==> src/rtl/core/art_pkg.sv <==
// Shared types and constants of the ack/retransmit tracker.
// Used by the datapath, the controller and the top level.
package art_pkg;

   localparam int ID_W    = 32;
   localparam int TIME_W  = 32;
   localparam int RC_W    = 4;
   localparam int TMO_W   = 8;
   localparam int KIND_W  = 3;
   localparam int ENTRY_W = ID_W + TIME_W + RC_W;
   localparam int REQ_W   = 40;
   localparam int RSP_W   = 40;
   localparam int CSR_AW  = 1;
   localparam int CSR_DW  = 8;

   localparam logic [1:0] OP_ADD  = 2'd0;
   localparam logic [1:0] OP_ACK  = 2'd1;
   localparam logic [1:0] OP_TICK = 2'd2;

   localparam logic [CSR_AW-1:0] CSR_RETRY_TIMEOUT = 1'b0;
   localparam logic [CSR_AW-1:0] CSR_MAX_RETRIES   = 1'b1;

   localparam logic [RC_W-1:0] RC_MAX = 4'd15;

   localparam logic [KIND_W-1:0] KIND_ADDED         = 3'd0;
   localparam logic [KIND_W-1:0] KIND_DROPPED       = 3'd1;
   localparam logic [KIND_W-1:0] KIND_ACK_MATCHED   = 3'd2;
   localparam logic [KIND_W-1:0] KIND_ACK_UNMATCHED = 3'd3;
   localparam logic [KIND_W-1:0] KIND_RESEND        = 3'd4;
   localparam logic [KIND_W-1:0] KIND_GIVEN_UP      = 3'd5;
   localparam logic [KIND_W-1:0] KIND_TICK_IDLE     = 3'd6;

   typedef struct packed {
      logic [ID_W-1:0]   id;
      logic [TIME_W-1:0] sent;
      logic [RC_W-1:0]   retries;
   } entry_type;

   typedef enum logic [1:0] {
      WR_ADD    = 2'd0,
      WR_MOVE   = 2'd1,
      WR_RESEND = 2'd2
   } wr_sel_type;

   typedef enum logic [2:0] {
      OUT_NONE = 3'd0,
      OUT_ADD  = 3'd1,
      OUT_ACK  = 3'd2,
      OUT_EVAL = 3'd3,
      OUT_FIN  = 3'd4
   } out_sel_type;

   typedef struct packed {
      logic        latch;
      logic        found_set;
      logic        cnt_inc;
      logic        cnt_dec;
      logic        idx_clr;
      logic        idx_inc;
      logic        now_inc;
      logic        rd_en;
      logic        rd_tail;
      logic        wr_en;
      wr_sel_type  wr_sel;
      out_sel_type out_sel;
   } cmd_type;

   typedef struct packed {
      logic [1:0] req_op;
      logic       full;
      logic       idx_ge;
      logic       idx_is_tail;
      logic       match;
      logic       due;
      logic       give_up;
      logic       out_free;
      logic       pend_free;
   } stat_type;

endpackage

==> src/rtl/core/art_ctrl.sv <==
// Controller of the tracker: sequences add, ack search and tick scan.
// Depends on art_pkg.
module art_ctrl (
   input  logic              clock,
   input  logic              reset,
   input  logic              req_tvalid,
   output logic              req_tready,
   input  art_pkg::stat_type stat,
   output art_pkg::cmd_type  cmd
);
   import art_pkg::*;

   typedef enum logic [9:0] {
      S_IDLE    = 10'b0000000001,
      S_ADD     = 10'b0000000010,
      S_ACK_RD  = 10'b0000000100,
      S_ACK_CMP = 10'b0000001000,
      S_ACK_MV  = 10'b0000010000,
      S_ACK_FIN = 10'b0000100000,
      S_TK_RD   = 10'b0001000000,
      S_TK_EVAL = 10'b0010000000,
      S_TK_MV   = 10'b0100000000,
      S_TK_FIN  = 10'b1000000000
   } state_type;

   state_type state_ff, state_in;

   always_comb begin
      cmd        = '0;
      cmd.wr_sel = WR_ADD;
      cmd.out_sel = OUT_NONE;
      req_tready = 1'b0;
      state_in   = state_ff;
      unique case (state_ff)
         S_IDLE: begin
            req_tready = 1'b1;
            if (req_tvalid) begin
               cmd.latch = 1'b1;
               unique case (stat.req_op)
                  OP_ADD: state_in = S_ADD;
                  OP_ACK: begin
                     cmd.idx_clr = 1'b1;
                     state_in    = S_ACK_RD;
                  end
                  OP_TICK: begin
                     cmd.idx_clr = 1'b1;
                     cmd.now_inc = 1'b1;
                     state_in    = S_TK_RD;
                  end
                  default: state_in = S_IDLE;
               endcase
            end
         end
         S_ADD: begin
            if (stat.out_free) begin
               cmd.out_sel = OUT_ADD;
               if (!stat.full) begin
                  cmd.wr_en   = 1'b1;
                  cmd.wr_sel  = WR_ADD;
                  cmd.cnt_inc = 1'b1;
               end
               state_in = S_IDLE;
            end
         end
         S_ACK_RD: begin
            if (stat.idx_ge) begin
               state_in = S_ACK_FIN;
            end else begin
               cmd.rd_en = 1'b1;
               state_in  = S_ACK_CMP;
            end
         end
         S_ACK_CMP: begin
            if (stat.match) begin
               cmd.found_set = 1'b1;
               if (stat.idx_is_tail) begin
                  cmd.cnt_dec = 1'b1;
                  state_in    = S_ACK_FIN;
               end else begin
                  cmd.rd_en   = 1'b1;
                  cmd.rd_tail = 1'b1;
                  state_in    = S_ACK_MV;
               end
            end else begin
               cmd.idx_inc = 1'b1;
               state_in    = S_ACK_RD;
            end
         end
         S_ACK_MV: begin
            cmd.wr_en   = 1'b1;
            cmd.wr_sel  = WR_MOVE;
            cmd.cnt_dec = 1'b1;
            state_in    = S_ACK_FIN;
         end
         S_ACK_FIN: begin
            if (stat.out_free) begin
               cmd.out_sel = OUT_ACK;
               state_in    = S_IDLE;
            end
         end
         S_TK_RD: begin
            if (stat.idx_ge) begin
               state_in = S_TK_FIN;
            end else begin
               cmd.rd_en = 1'b1;
               state_in  = S_TK_EVAL;
            end
         end
         S_TK_EVAL: begin
            if (!stat.due) begin
               cmd.idx_inc = 1'b1;
               state_in    = S_TK_RD;
            end else if (stat.pend_free) begin
               cmd.out_sel = OUT_EVAL;
               if (!stat.give_up) begin
                  cmd.wr_en   = 1'b1;
                  cmd.wr_sel  = WR_RESEND;
                  cmd.idx_inc = 1'b1;
                  state_in    = S_TK_RD;
               end else if (stat.idx_is_tail) begin
                  cmd.cnt_dec = 1'b1;
                  state_in    = S_TK_RD;
               end else begin
                  cmd.rd_en   = 1'b1;
                  cmd.rd_tail = 1'b1;
                  state_in    = S_TK_MV;
               end
            end
         end
         S_TK_MV: begin
            // slot is rescanned with the moved entry
            cmd.wr_en   = 1'b1;
            cmd.wr_sel  = WR_MOVE;
            cmd.cnt_dec = 1'b1;
            state_in    = S_TK_RD;
         end
         S_TK_FIN: begin
            if (stat.out_free) begin
               cmd.out_sel = OUT_FIN;
               state_in    = S_IDLE;
            end
         end
         default: state_in = S_IDLE;
      endcase
   end

   always_ff @(posedge clock) begin
      if (reset) begin
         state_ff <= S_IDLE;
      end else begin
         state_ff <= state_in;
      end
   end

endmodule

==> config.mk <==
export PLATFORM = sky130hd
export DESIGN_NAME = art_ctrl
export DESIGN_NICKNAME = d
export VERILOG_FILES = /design/src/rtl/core/art_pkg.sv /design/src/rtl/core/art_ctrl.sv
export SDC_FILE = /design/constraint.sdc
export NUM_CORES = 1
export LEC_CHECK = 0
export CAP_MARGIN = 20
export CORE_UTILIZATION = 50
export CTS_CLUSTER_DIAMETER = 30
export DETAILED_ROUTE_END_ITERATION = 7
export DONT_BUFFER_PORTS = 1
export PLACE_DENSITY = 0.69
export SLEW_MARGIN = 40
export SYNTH_ARGS = -nofsm -noshare
export SYNTH_HDL_FRONTEND = slang
export SYNTH_SLANG_ARGS = --single-unit
==> constraint.sdc <==
create_clock -name clock -period 2.2 [get_ports clock]
set_clock_uncertainty 0.05 [all_clocks]
set_input_delay 0.44 -clock clock [delete_from_list [all_inputs] [get_ports clock]]
set_output_delay 0.44 -clock clock [all_outputs]
set_load 0.05 [all_outputs]
; ---- After elaboration in Yosys (flattened, before gate mapping)
; Index checks and enable logic that the tools add are counted.
; Widths: inputs -> output; s select.
[totals]
ff_bits = 10
[classes]
mux = 52
n_reduce_logical = 6
n_eq_ne = 15
[op_table]
columns = cell, count
row1 = $pmux 10 s8, 1
row2 = $mux 10, 6
row3 = $mux 1, 24
row4 = $mux 6, 4
row5 = $pmux 7 s3, 1
row6 = $mux 8, 2
row7 = $pmux 3 s4, 1
row8 = $eq 10x1->1 const B, 1
row9 = $eq 10x10->1 const B, 1
row10 = $eq 10x2->1 const B, 1
row11 = $eq 10x3->1 const B, 1
row12 = $eq 10x4->1 const B, 1
row13 = $eq 10x5->1 const B, 1
row14 = $eq 10x6->1 const B, 1
row15 = $eq 10x7->1 const B, 1
row16 = $eq 10x8->1 const B, 1
row17 = $eq 10x9->1 const B, 1
row18 = $mux 3, 3
row19 = $mux 9, 1
row20 = $pmux 3 s3, 1
row21 = $mux 2, 4
row22 = $pmux 1 s3, 2
row23 = $reduce_or 2->1, 3
row24 = $pmux 1 s2, 2
row25 = 8 further kinds, 8

; ---- Logic depth before layout (Yosys ltp)
; Gate-level depths: netlist (run 1).
[logic_depth]
depth_word = 5
depth_mapped = 7

; ---- Worst setup path after synthesis (run 1)
; OpenSTA, ideal clock, no wires.
[synth_timing]
path_kind = register -> output
startpoint = register state_ff[4]
endpoint = output port cmd[7] (netlist name)
n_path_buf = 1
path_stages_with_launch = 7
path_slack_ps = -1010
arrival_time_ps = 2720
required_ps = 1710
path_cell_list = dfxtp_1 buf_2 nor4_1 nand4b_1 nor2_1 a41oi_1 o22ai_1
[synth_lines]
columns = item, line_no
row1 = from (decl), art_ctrl.sv:26  ; state_type state_ff, state_in;
row2 = from (signal assigned), art_ctrl.sv:151  ; state_ff <= state_in;
row3 = to (decl), art_ctrl.sv:9  ; output art_pkg::cmd_type cmd

==> flow_summary.json, run 1 <==
{
  "dp_hpwl_um": 2166,
  "cts_made_buffers": 3,
  "top_regs": "state_ff (10)",
  "track_usage": 0.5067,
  "crit_type": "reg2out",
  "critical_path_required_ns": 1.71,
  "timing.final.ws_setup_ns": -0.4870,
  "netlist_area_um2": 804.5,
  "finalNonFillerCells": 160,
  "largest_reg_flops": 10,
  "comb_power_share": 0.459,
  "io_buffer_count": 0,
  "insertedDiodeCount": 0,
  "cp_top_family": "simple AND/OR/NAND/NOR gates",
  "grt_start_max_net_pins": 8,
  "cap_viol_max_count": 0,
  "cts_tree": "yes",
  "via_count": 1227,
  "irDropWorstVdd_uv": 393.0,
  "tns_ns": -5.592,
  "postSynthCellCount": 104,
  "cp_slowest_cell": "or4_4",
  "clk_path_buf_depth": 2,
  "drc": 0,
  "core_area_um2": 1506,
  "powerDensity_nw_per_um2": 488.0,
  "viasPerCell": 7.669,
  "ios": 29,
  "slowest_delay_ns": 0.59,
  "synth_area_leaders": "dfxtp_1, ha_1, nor4_1",
  "tightest_slew_ns": 0.4703,
  "clock.fmax_mhz": 372.2,
  "ant_nets": 0,
  "yosysWarnings": 0,
  "drt_first_iter_violations": 85,
  "synth_cell_type_count": 41,
  "drive_gt1_frac": 0.5278,
  "ys.flop_type": "dfxtp_1",
  "dp.cells": 149,
  "violations": "setup timing",
  "die_area_um2": 1773,
  "p_sw_uw": 286.1,
  "dieHeight_um": 42.11,
  "most-common-layout-cells": "buf_4, nand2_1, buf_6, inv_1, buf_12",
  "clock_latency_ns": 0.29,
  "relSlewSlack": 0.6836,
  "seq_area_frac_synth": 0.2488,
  "finalCritPeriodShare": 1.221,
  "p_leak_uw": 0.0005925,
  "cp.arrival_ns": 2.20,
  "hp-class": "in2reg",
  "critPathBufInv": 1,
  "cell_internal_pwr_uw": 426.4,
  "outcome": "complete, but fails checks",
  "worstPathCellList": "or4_4 -> nor4_4 -> buf_4 -> nand3_4 -> nor2_4 -> or3_4",
  "clk_pin_slew_ns": 0.08,
  "synth_top_area_frac": 0.2488,
  "synth_nets": 121,
  "hold_buffers": 0,
  "total_power_uw": 712.5,
  "p_seq_frac": 0.279,
  "start_kind": "register",
  "grt-ovfl-total": 0,
  "die_width_um": 42.11,
  "grt_pass1_wl_um": 6479,
  "rows": 14,
  "rsz0062_at_grt": "true",
  "fill_cells": 30,
  "firstDrtPassIters": 5,
  "clock-sinks": 10,
  "p_clk_frac": 0.262,
  "drt-wirelength-per-cell_um": 29.19,
  "worst-path-max-fanout": 3,
  "sw_frac_of_total": 0.4015,
  "synth-seq-cells": 10,
  "regMostFlops": "state_ff",
  "grt_antenna_before_repair": 0,
  "hold_violations": 0,
  "async_reset_ff_frac": 0,
  "syn_avg_cell_area_um2": 7.736,
  "htreeDepth": 1,
  "clock-root-buffer": "clkbuf_4",
  "area_growth_pct": 81.49,
  "synth_edf_count": 0,
  "gp_congestion": 0.9789,
  "drt_wl_total_um": 4671,
  "drv_slew": 0,
  "crit_path_end_kind": "primary output",
  "fin_nets": 162,
  "final_common_cell": "buf_4",
  "grt_pass1_vias": 1234,
  "period_needed_ns": 2.687,
  "finalSetupViolations": 19,
  "start_util": 0.5341,
  "synth_top_cell_by_area": "dfxtp_1"
}
[cell families after synthesis]
group,after synthesis,share of synthesized area
AO/OA/AOI/OAI,16,0.1275
AND/OR/NAND/NOR,61,0.4728
XOR/XNOR,1,0.01089
buffers and inverters,11,0.06532
multiplexers,1,0.01244
flip-flops,10,0.2488
adder cells (fa/ha/maj),4,0.06221
[routing by layer]
| layer | routed length [um] | global-route usage | vias to the layer above |
|---|---|---|---|
| met2 | 2023 | 0.7938 | 145 |
| met4 | 501 | 0.4125 | 0 |
| li1 | - | - | 469 |
| met5 | 0 | 0 | - |
| met1 | 1517 | 0.5710 | 558 |
| met3 | 629 | 0.1379 | 55 |
[area by class of cell]
cell class,instances,area [um^2],share of cell area
clock buffers,4,36.28,0.02485
well taps,16,20.02,0.01371
flip-flops and latches,10,206.4,0.1414
inverters,7,26.28,0.01799
repair buffers,40,427.9,0.2931
multi-input cells,83,743.2,0.5090
[worst paths after layout]
path / to / startpoint / depth (start not counted) / slack (ns)
max reg2reg: state_ff[8] / state_ff[8] / 8 / -0.03
min: state_ff[3] / stat[6] / 1 / 0.16
max: cmd[5] / state_ff[8] / 6 / -0.49
min reg2reg: state_ff[1] / state_ff[1] / 3 / 0.66
[timing repair]
item | 4_1_cts | 5_1_grt
setup buffers | 4 | 3
endpoints found under the setup margin | 16 | 17
pin swaps | 14 | 4
resized for setup | 27 | 4
[synth_stat cells, types with 2 or more instances]
cell type,n
ha_1,4
inv_1,7
nor4_2,3
nand4_1,4
a21oi_1,4
nor4_1,6
dfxtp_1,10
nand4b_1,3
nand3_1,5
o21ai_0,2
nor2b_1,2
or4_4,2
nor3_1,3
and3_1,2
buf_2,3
nand2b_1,2
nor2_1,9
nand2_1,9
a22oi_1,2
[power groups by stage]
stage	Sequential (uW)	Clock [uW]	Combinational, uW
final	199	187	327
after global routing	198	187	334
after CTS	197	176	292
after detailed placement	200	0	244
after global placement	199	0	238
after floorplan	206	0	161
[stage by stage]
| stage | worst slack [ns] | instance area (um^2) | util | hold slack [ns] |
|---|---|---|---|---|
| after floorplan | -0.2831 | 927.1 | - | 0.4591 |
| after global placement | -0.07301 | 1244 | 0.8256 | 0.4604 |
| after detailed placement | -0.1010 | 1244 | 0.8256 | 0.4625 |
| after CTS | -0.3397 | 1430 | 0.9493 | 0.1597 |
| after global routing | -0.5352 | 1460 | 0.9693 | 0.1649 |
| final | -0.4870 | 1460 | 0.9693 | 0.1586 |
(Power assumes the default switching activity.)
==> run 2: changes to the inputs <==
--- a/config.mk
+++ b/config.mk
@@ -10,7 +10,8 @@
 export CTS_CLUSTER_DIAMETER = 30
 export DETAILED_ROUTE_END_ITERATION = 7
 export DONT_BUFFER_PORTS = 1
-export PLACE_DENSITY = 0.69
+export PLACE_DENSITY = 0.72
+export REMOVE_ABC_BUFFERS = 1
 export SLEW_MARGIN = 40
 export SYNTH_ARGS = -nofsm -noshare
 export SYNTH_HDL_FRONTEND = slang
==> constraint.sdc (replaced) <==
create_clock -name clock -period 2.4 [get_ports clock]
set_clock_uncertainty 0.05 [all_clocks]
set_input_delay 0.48 -clock clock [delete_from_list [all_inputs] [get_ports clock]]
set_output_delay 0.48 -clock clock [all_outputs]
set_load 0.05 [all_outputs]
==> run 2 against run 1 <==
Effect of this change:
- non-clock buffer count fell by 5
- design area fell by 8.7%
- count of clock-buffer cells in the layout did not move
- the run still ends with setup timing left
- die area did not move
- sequential cell count did not move
- largest cell class unchanged
==> flow_summary.json, run 2 (synthesis results as in run 1) <==
{
  "outcome": "complete, but fails checks",
  "violations": "setup timing",
  "place_worst_setup_slack_ns": 0.06458,
  "core_area_um2": 1506,
  "firstDrtPassIters": 5,
  "drt_first_iter_violations": 48,
  "clock_latency_ns": 0.27,
  "drc": 0,
  "worstHoldPathCells": 1,
  "min_to": "state_ff[7]",
  "stdcell_area_um2": 1334,
  "area_growth_pct": 65.79,
  "largest_reg_flops": 10,
  "finalCritPeriodShare": 1.082,
  "die_area_um2": 1773,
  "regMostFlops": "state_ff",
  "grt-ovfl-total": 0,
  "clk_path_buf_depth": 2,
  "ant_nets": 0,
  "cp_top_family": "simple AND/OR/NAND/NOR gates",
  "worstPathCellList": "or4_4 -> nor4_4 -> buf_4 -> nand3_4 -> nor2_4 -> or3_4 -> buf_12",
  "finalSetupViolations": 14,
  "irDropWorstVdd_uv": 481.1,
  "cts_tree": "yes",
  "hp-class": "in2reg",
  "clock.fmax_mhz": 385.2,
  "powerDensity_nw_per_um2": 441.6,
  "dieHeight_um": 42.11,
  "critical_path_required_ns": 1.87,
  "die_width_um": 42.11,
  "clk_pin_slew_ns": 0.06,
  "grt_pass1_wl_um": 4747,
  "grt_start_max_net_pins": 8,
  "multi_input_area_um2": 684.4,
  "hold_violations": 0,
  "seq_area_um2": 202.7,
  "relSlewSlack": 0.7412,
  "r2r_start": "state_ff[5]",
  "placed_cell_area_um2": 1132,
  "slowest_delay_ns": 0.56,
  "grt_pass1_vias": 983,
  "tightest_slew_ns": 0.3850,
  "clock-root-buffer": "clkbuf_4",
  "drt-wirelength-per-cell_um": 20.17,
  "fin_nets": 157,
  "period_needed_ns": 2.596,
  "most-common-layout-cells": "buf_4, nand2_1, dfxtp_1, inv_1, buf_6",
  "clock-sinks": 10,
  "via_count": 1042,
  "hold_start": "reset",
  "viasPerCell": 6.723,
  "ios": 29,
  "drive_gt1_frac": 0.4820,
  "fill_cells": 75,
  "dp_hpwl_um": 1973,
  "dp.cells": 149,
  "cts_made_buffers": 3,
  "rsz0062_at_grt": "true",
  "drv_slew": 0,
  "crit_path_end_kind": "primary output",
  "r2r_cells": 8,
  "start_util": 0.5341,
  "drt_wl_total_um": 3127,
  "r2r_setup_slack_ns": 0.24,
  "top_regs": "state_ff (10)",
  "io_buffer_count": 0,
  "start_kind": "register",
  "cap_viol_max_count": 0,
  "crit_type": "reg2out",
  "htreeDepth": 1,
  "reg2reg_to": "state_ff[0]",
  "timing.final.ws_setup_ns": -0.1962,
  "critPathBufInv": 2,
  "cp_slowest_cell": "or4_4",
  "cp.arrival_ns": 2.07,
  "insertedDiodeCount": 0,
  "grt_antenna_before_repair": 0,
  "finalNonFillerCells": 155,
  "track_usage": 0.3632,
  "gp_congestion": 0.9141,
  "p_leak_uw": 0.0005473,
  "worst-path-max-fanout": 3,
  "finalCoreUtilization": 0.8854,
  "final_common_cell": "buf_4",
  "hold_buffers": 0,
  "rows": 14
}
==> run 2: cell count changes in the layout (fill, tap and decap cells not counted), sizes merged <==
cell,previous run,this run
buf,40,35
==> run 2: through the flow <==
stage	total power, uW	hold WS, ns	TNS (ns)
2_1_floorplan	312.4	0.4588	-5.019
3_3_place_gp	409.5	0.5009	0
3_5_place_dp	413.2	0.5036	0
4_1_cts	581.2	0.2123	-1.125
5_1_grt	611.2	0.2103	-2.243
6_report	589.0	0.2197	-1.683
==> run 2: cell type report <==
class	instances	share of cell area
clock buffers	4	0.02720
inverters	7	0.01970
multi-input cells	83	0.5131
flip-flops and latches	10	0.1520
well taps	16	0.01501
repair buffers	35	0.2730
==> run 2: timing repair <==
item / in CTS / in global routing
buffers inserted: 2 / 0
resized for setup: 19 / 13
pin swaps: 7 / 6
setup endpoints to repair: 12 / 14
endpoints found under the hold margin: 0 / 0
==> run 2: power by group <==
group          switching, uW  total, uW  internal [uW]
Combinational            146        257            111
Clock                   59.4        152           92.3
Sequential              6.65        180            174
Total                    212        589            377
==> run 2: worst max path at each step <==
stage | from | end | slack [ns] | cells past startpoint
6_report | state_ff[8] | cmd[5] | -0.20 | 7
5_1_grt | state_ff[8] | cmd[11] | -0.28 | 6
4_1_cts | state_ff[2] | cmd[7] | -0.20 | 6
3_5_place_dp | state_ff[9] | cmd[7] | 0.06 | 6
3_3_place_gp | state_ff[9] | cmd[7] | 0.14 | 6
2_1_floorplan | state_ff[6] | cmd[7] | -0.83 | 5
==> run 2: worst reg2reg max path: stages (launching register included) <==
cell and delay (ns):
dfxtp_1 0.34, buf_4 0.18, nor4_2 0.36, buf_4 0.21, and4b_2 0.29, buf_4 0.16, or3b_1 0.12, nor4_1 0.05
a211o_1 0.28
==> run 2: metal layers <==
layer	share of wire	wire length [um]	vias to the layer above	track usage
met2	0.52	1614	64	0.6438
met3	0.062	194	18	0.03448
met5	0	0	-	0
li1	-	-	460	-
met1	0.37	1145	500	0.4263
met4	0.055	172	0	0.2000
==> run 3: changes to the inputs <==
--- a/config.mk
+++ b/config.mk
@@ -10,7 +10,7 @@
 export CTS_CLUSTER_DIAMETER = 30
 export DETAILED_ROUTE_END_ITERATION = 7
 export DONT_BUFFER_PORTS = 1
-export PLACE_DENSITY = 0.72
+export PLACE_DENSITY = 0.67
 export REMOVE_ABC_BUFFERS = 1
 export SLEW_MARGIN = 40
 export SYNTH_ARGS = -nofsm -noshare
==> run 3 against run 2 <==
Effect of this change:
- the flow still finishes with violations (setup timing)
- register-to-register slack worse by 0.02 ns
- global-route usage fell by 1.9 points
- maximum frequency decreased by 0.36%
- worst hold slack gained 0.015 ns
- critical endpoint is now cmd[7]
- highest routed layer unchanged
==> flow_summary.json, run 3 (synthesis results as in run 1) <==
{
  "worst-path-max-fanout": 3,
  "clock-sinks": 10,
  "regMostFlops": "state_ff",
  "grt_pass1_vias": 984,
  "area_growth_pct": 66.25,
  "drc": 0,
  "drt_wl_total_um": 3211,
  "clock_latency_ns": 0.26,
  "met2_length_um": 1642,
  "critical_path_required_ns": 1.87,
  "via_count": 1079,
  "fill_cells": 77,
  "track_usage": 0.3441,
  "fin_nets": 159,
  "io_buffer_count": 0,
  "rsz0062_at_grt": "true",
  "p_sw_uw": 213.8,
  "crit_type": "reg2out",
  "start_util": 0.5341,
  "drive_gt1_frac": 0.4610,
  "violations": "setup timing",
  "grt_pass1_wl_um": 4554,
  "viasPerCell": 6.873,
  "dp.cells": 148,
  "finalCritPeriodShare": 1.086,
  "finalNonFillerCells": 157,
  "p_clk_frac": 0.242,
  "ant_nets": 0,
  "hold_buffers": 0,
  "clock-root-buffer": "clkbuf_4",
  "clock.fmax_mhz": 383.8,
  "stdcell_area_um2": 1338,
  "final_common_cell": "buf_4",
  "core_area_um2": 1506,
  "p_leak_uw": 0.0005658,
  "grt_start_max_net_pins": 8,
  "comb_power_share": 0.457,
  "cell_internal_pwr_uw": 387.3,
  "htreeDepth": 1,
  "dp_hpwl_um": 1946,
  "cts_made_buffers": 3,
  "dieHeight_um": 42.11,
  "grt_antenna_before_repair": 0,
  "gp_congestion": 0.8912,
  "clk_path_buf_depth": 2,
  "start_kind": "register",
  "finalSetupViolations": 8,
  "cap_viol_max_count": 0,
  "irDropWorstVdd_uv": 496.4,
  "cts_tree": "yes",
  "outcome": "complete, but fails checks",
  "hp-class": "in2reg",
  "largest_reg_flops": 10,
  "top_layer": "met4",
  "relSlewSlack": 0.7447,
  "p_seq_frac": 0.301,
  "hold_violations": 0,
  "timing.final.ws_setup_ns": -0.2056,
  "wl_met3_um": 242,
  "placed_cell_area_um2": 1125,
  "r2r_setup_slack_ns": 0.22,
  "sw_frac_of_total": 0.3556,
  "insertedDiodeCount": 0,
  "top_regs": "state_ff (10)",
  "most-common-layout-cells": "buf_4, dfxtp_1, nand2_1, inv_1",
  "tightest_slew_ns": 0.3778,
  "hold-worst-slack_ns": 0.2351,
  "grt-ovfl-total": 0,
  "wl_met1_um": 1141,
  "die_area_um2": 1773,
  "cp.arrival_ns": 2.08,
  "firstDrtPassIters": 5,
  "period_needed_ns": 2.606,
  "drt-wirelength-per-cell_um": 20.45,
  "die_width_um": 42.11,
  "powerDensity_nw_per_um2": 449.4,
  "rows": 14,
  "ios": 29,
  "clk_pin_slew_ns": 0.07,
  "drv_slew": 0,
  "drt_first_iter_violations": 48,
  "crit_path_end_kind": "primary output"
}
run 3: cell count changes in the layout (fill, tap and decap cells not counted), moves of 2 or more:
| cell | change |
|---|---|
| buf_4 | +4 |
| nor4_2 | -4 |
| nor4_4 | +3 |
| buf_6 | -2 |
run 3: metal layers:
metal  track usage  vias up
li1              -      468
met1        0.4064      508
met2        0.6063       80
met3       0.02586       23
met4        0.2000        0
met5             0        -
run 3: critical path, stage by stage (launching register included):
cell and delay [ns]:
dfxtp_1 0.32, or4_4 0.56, nor4_4 0.34, a41oi_2 0.18, o22ai_1 0.19, buf_4 0.22
run 3: power groups by stage:
stage | logic (uW) | clock network [uW] | registers, uW
6_report | 275 | 145 | 181
5_1_grt | 287 | 157 | 181
4_1_cts | 242 | 150 | 179
3_5_place_dp | 224 | 0 | 181
3_3_place_gp | 221 | 0 | 181
2_1_floorplan | 124 | 0 | 188
run 3: what timing repair did:
item | CTS | global route
setup endpoints to repair | 12 | 12
resized for setup | 16 | 12
setup buffers | 2 | 3
pin swaps | 1 | 6
run 3: through the flow:
step / util / worst slack (ns) / power [uW] / setup TNS, ns
after detailed placement: 0.7467 / 0.03829 / 405.9 / 0
after global placement: 0.7467 / 0.09697 / 402.2 / 0
after global routing: 0.8879 / -0.2808 / 625.3 / -1.875
final: 0.8879 / -0.2056 / 601.1 / -1.219
after floorplan: - / -0.8332 / 312.4 / -5.019
after CTS: 0.8414 / -0.1256 / 570.9 / -0.6255
run 3: final timing paths:
check / from / endpoint / cells past startpoint
setup reg to reg: state_ff[9] / state_ff[0] / 9
hold / removal: reset / state_ff[9] / 1
setup / recovery: state_ff[9] / cmd[7] / 5
hold reg to reg: state_ff[1] / state_ff[1] / 3
run 3: cell type report:
cell class,instances,area (um^2),area share
Multi-Input combinational cell,83,681.9,0.5098
Timing Repair Buffer,37,371.6,0.2778
Sequential cell,10,201.4,0.1506
Clock buffer,4,36.28,0.02713
Inverter,7,26.28,0.01964
Tap cell,16,20.02,0.01497
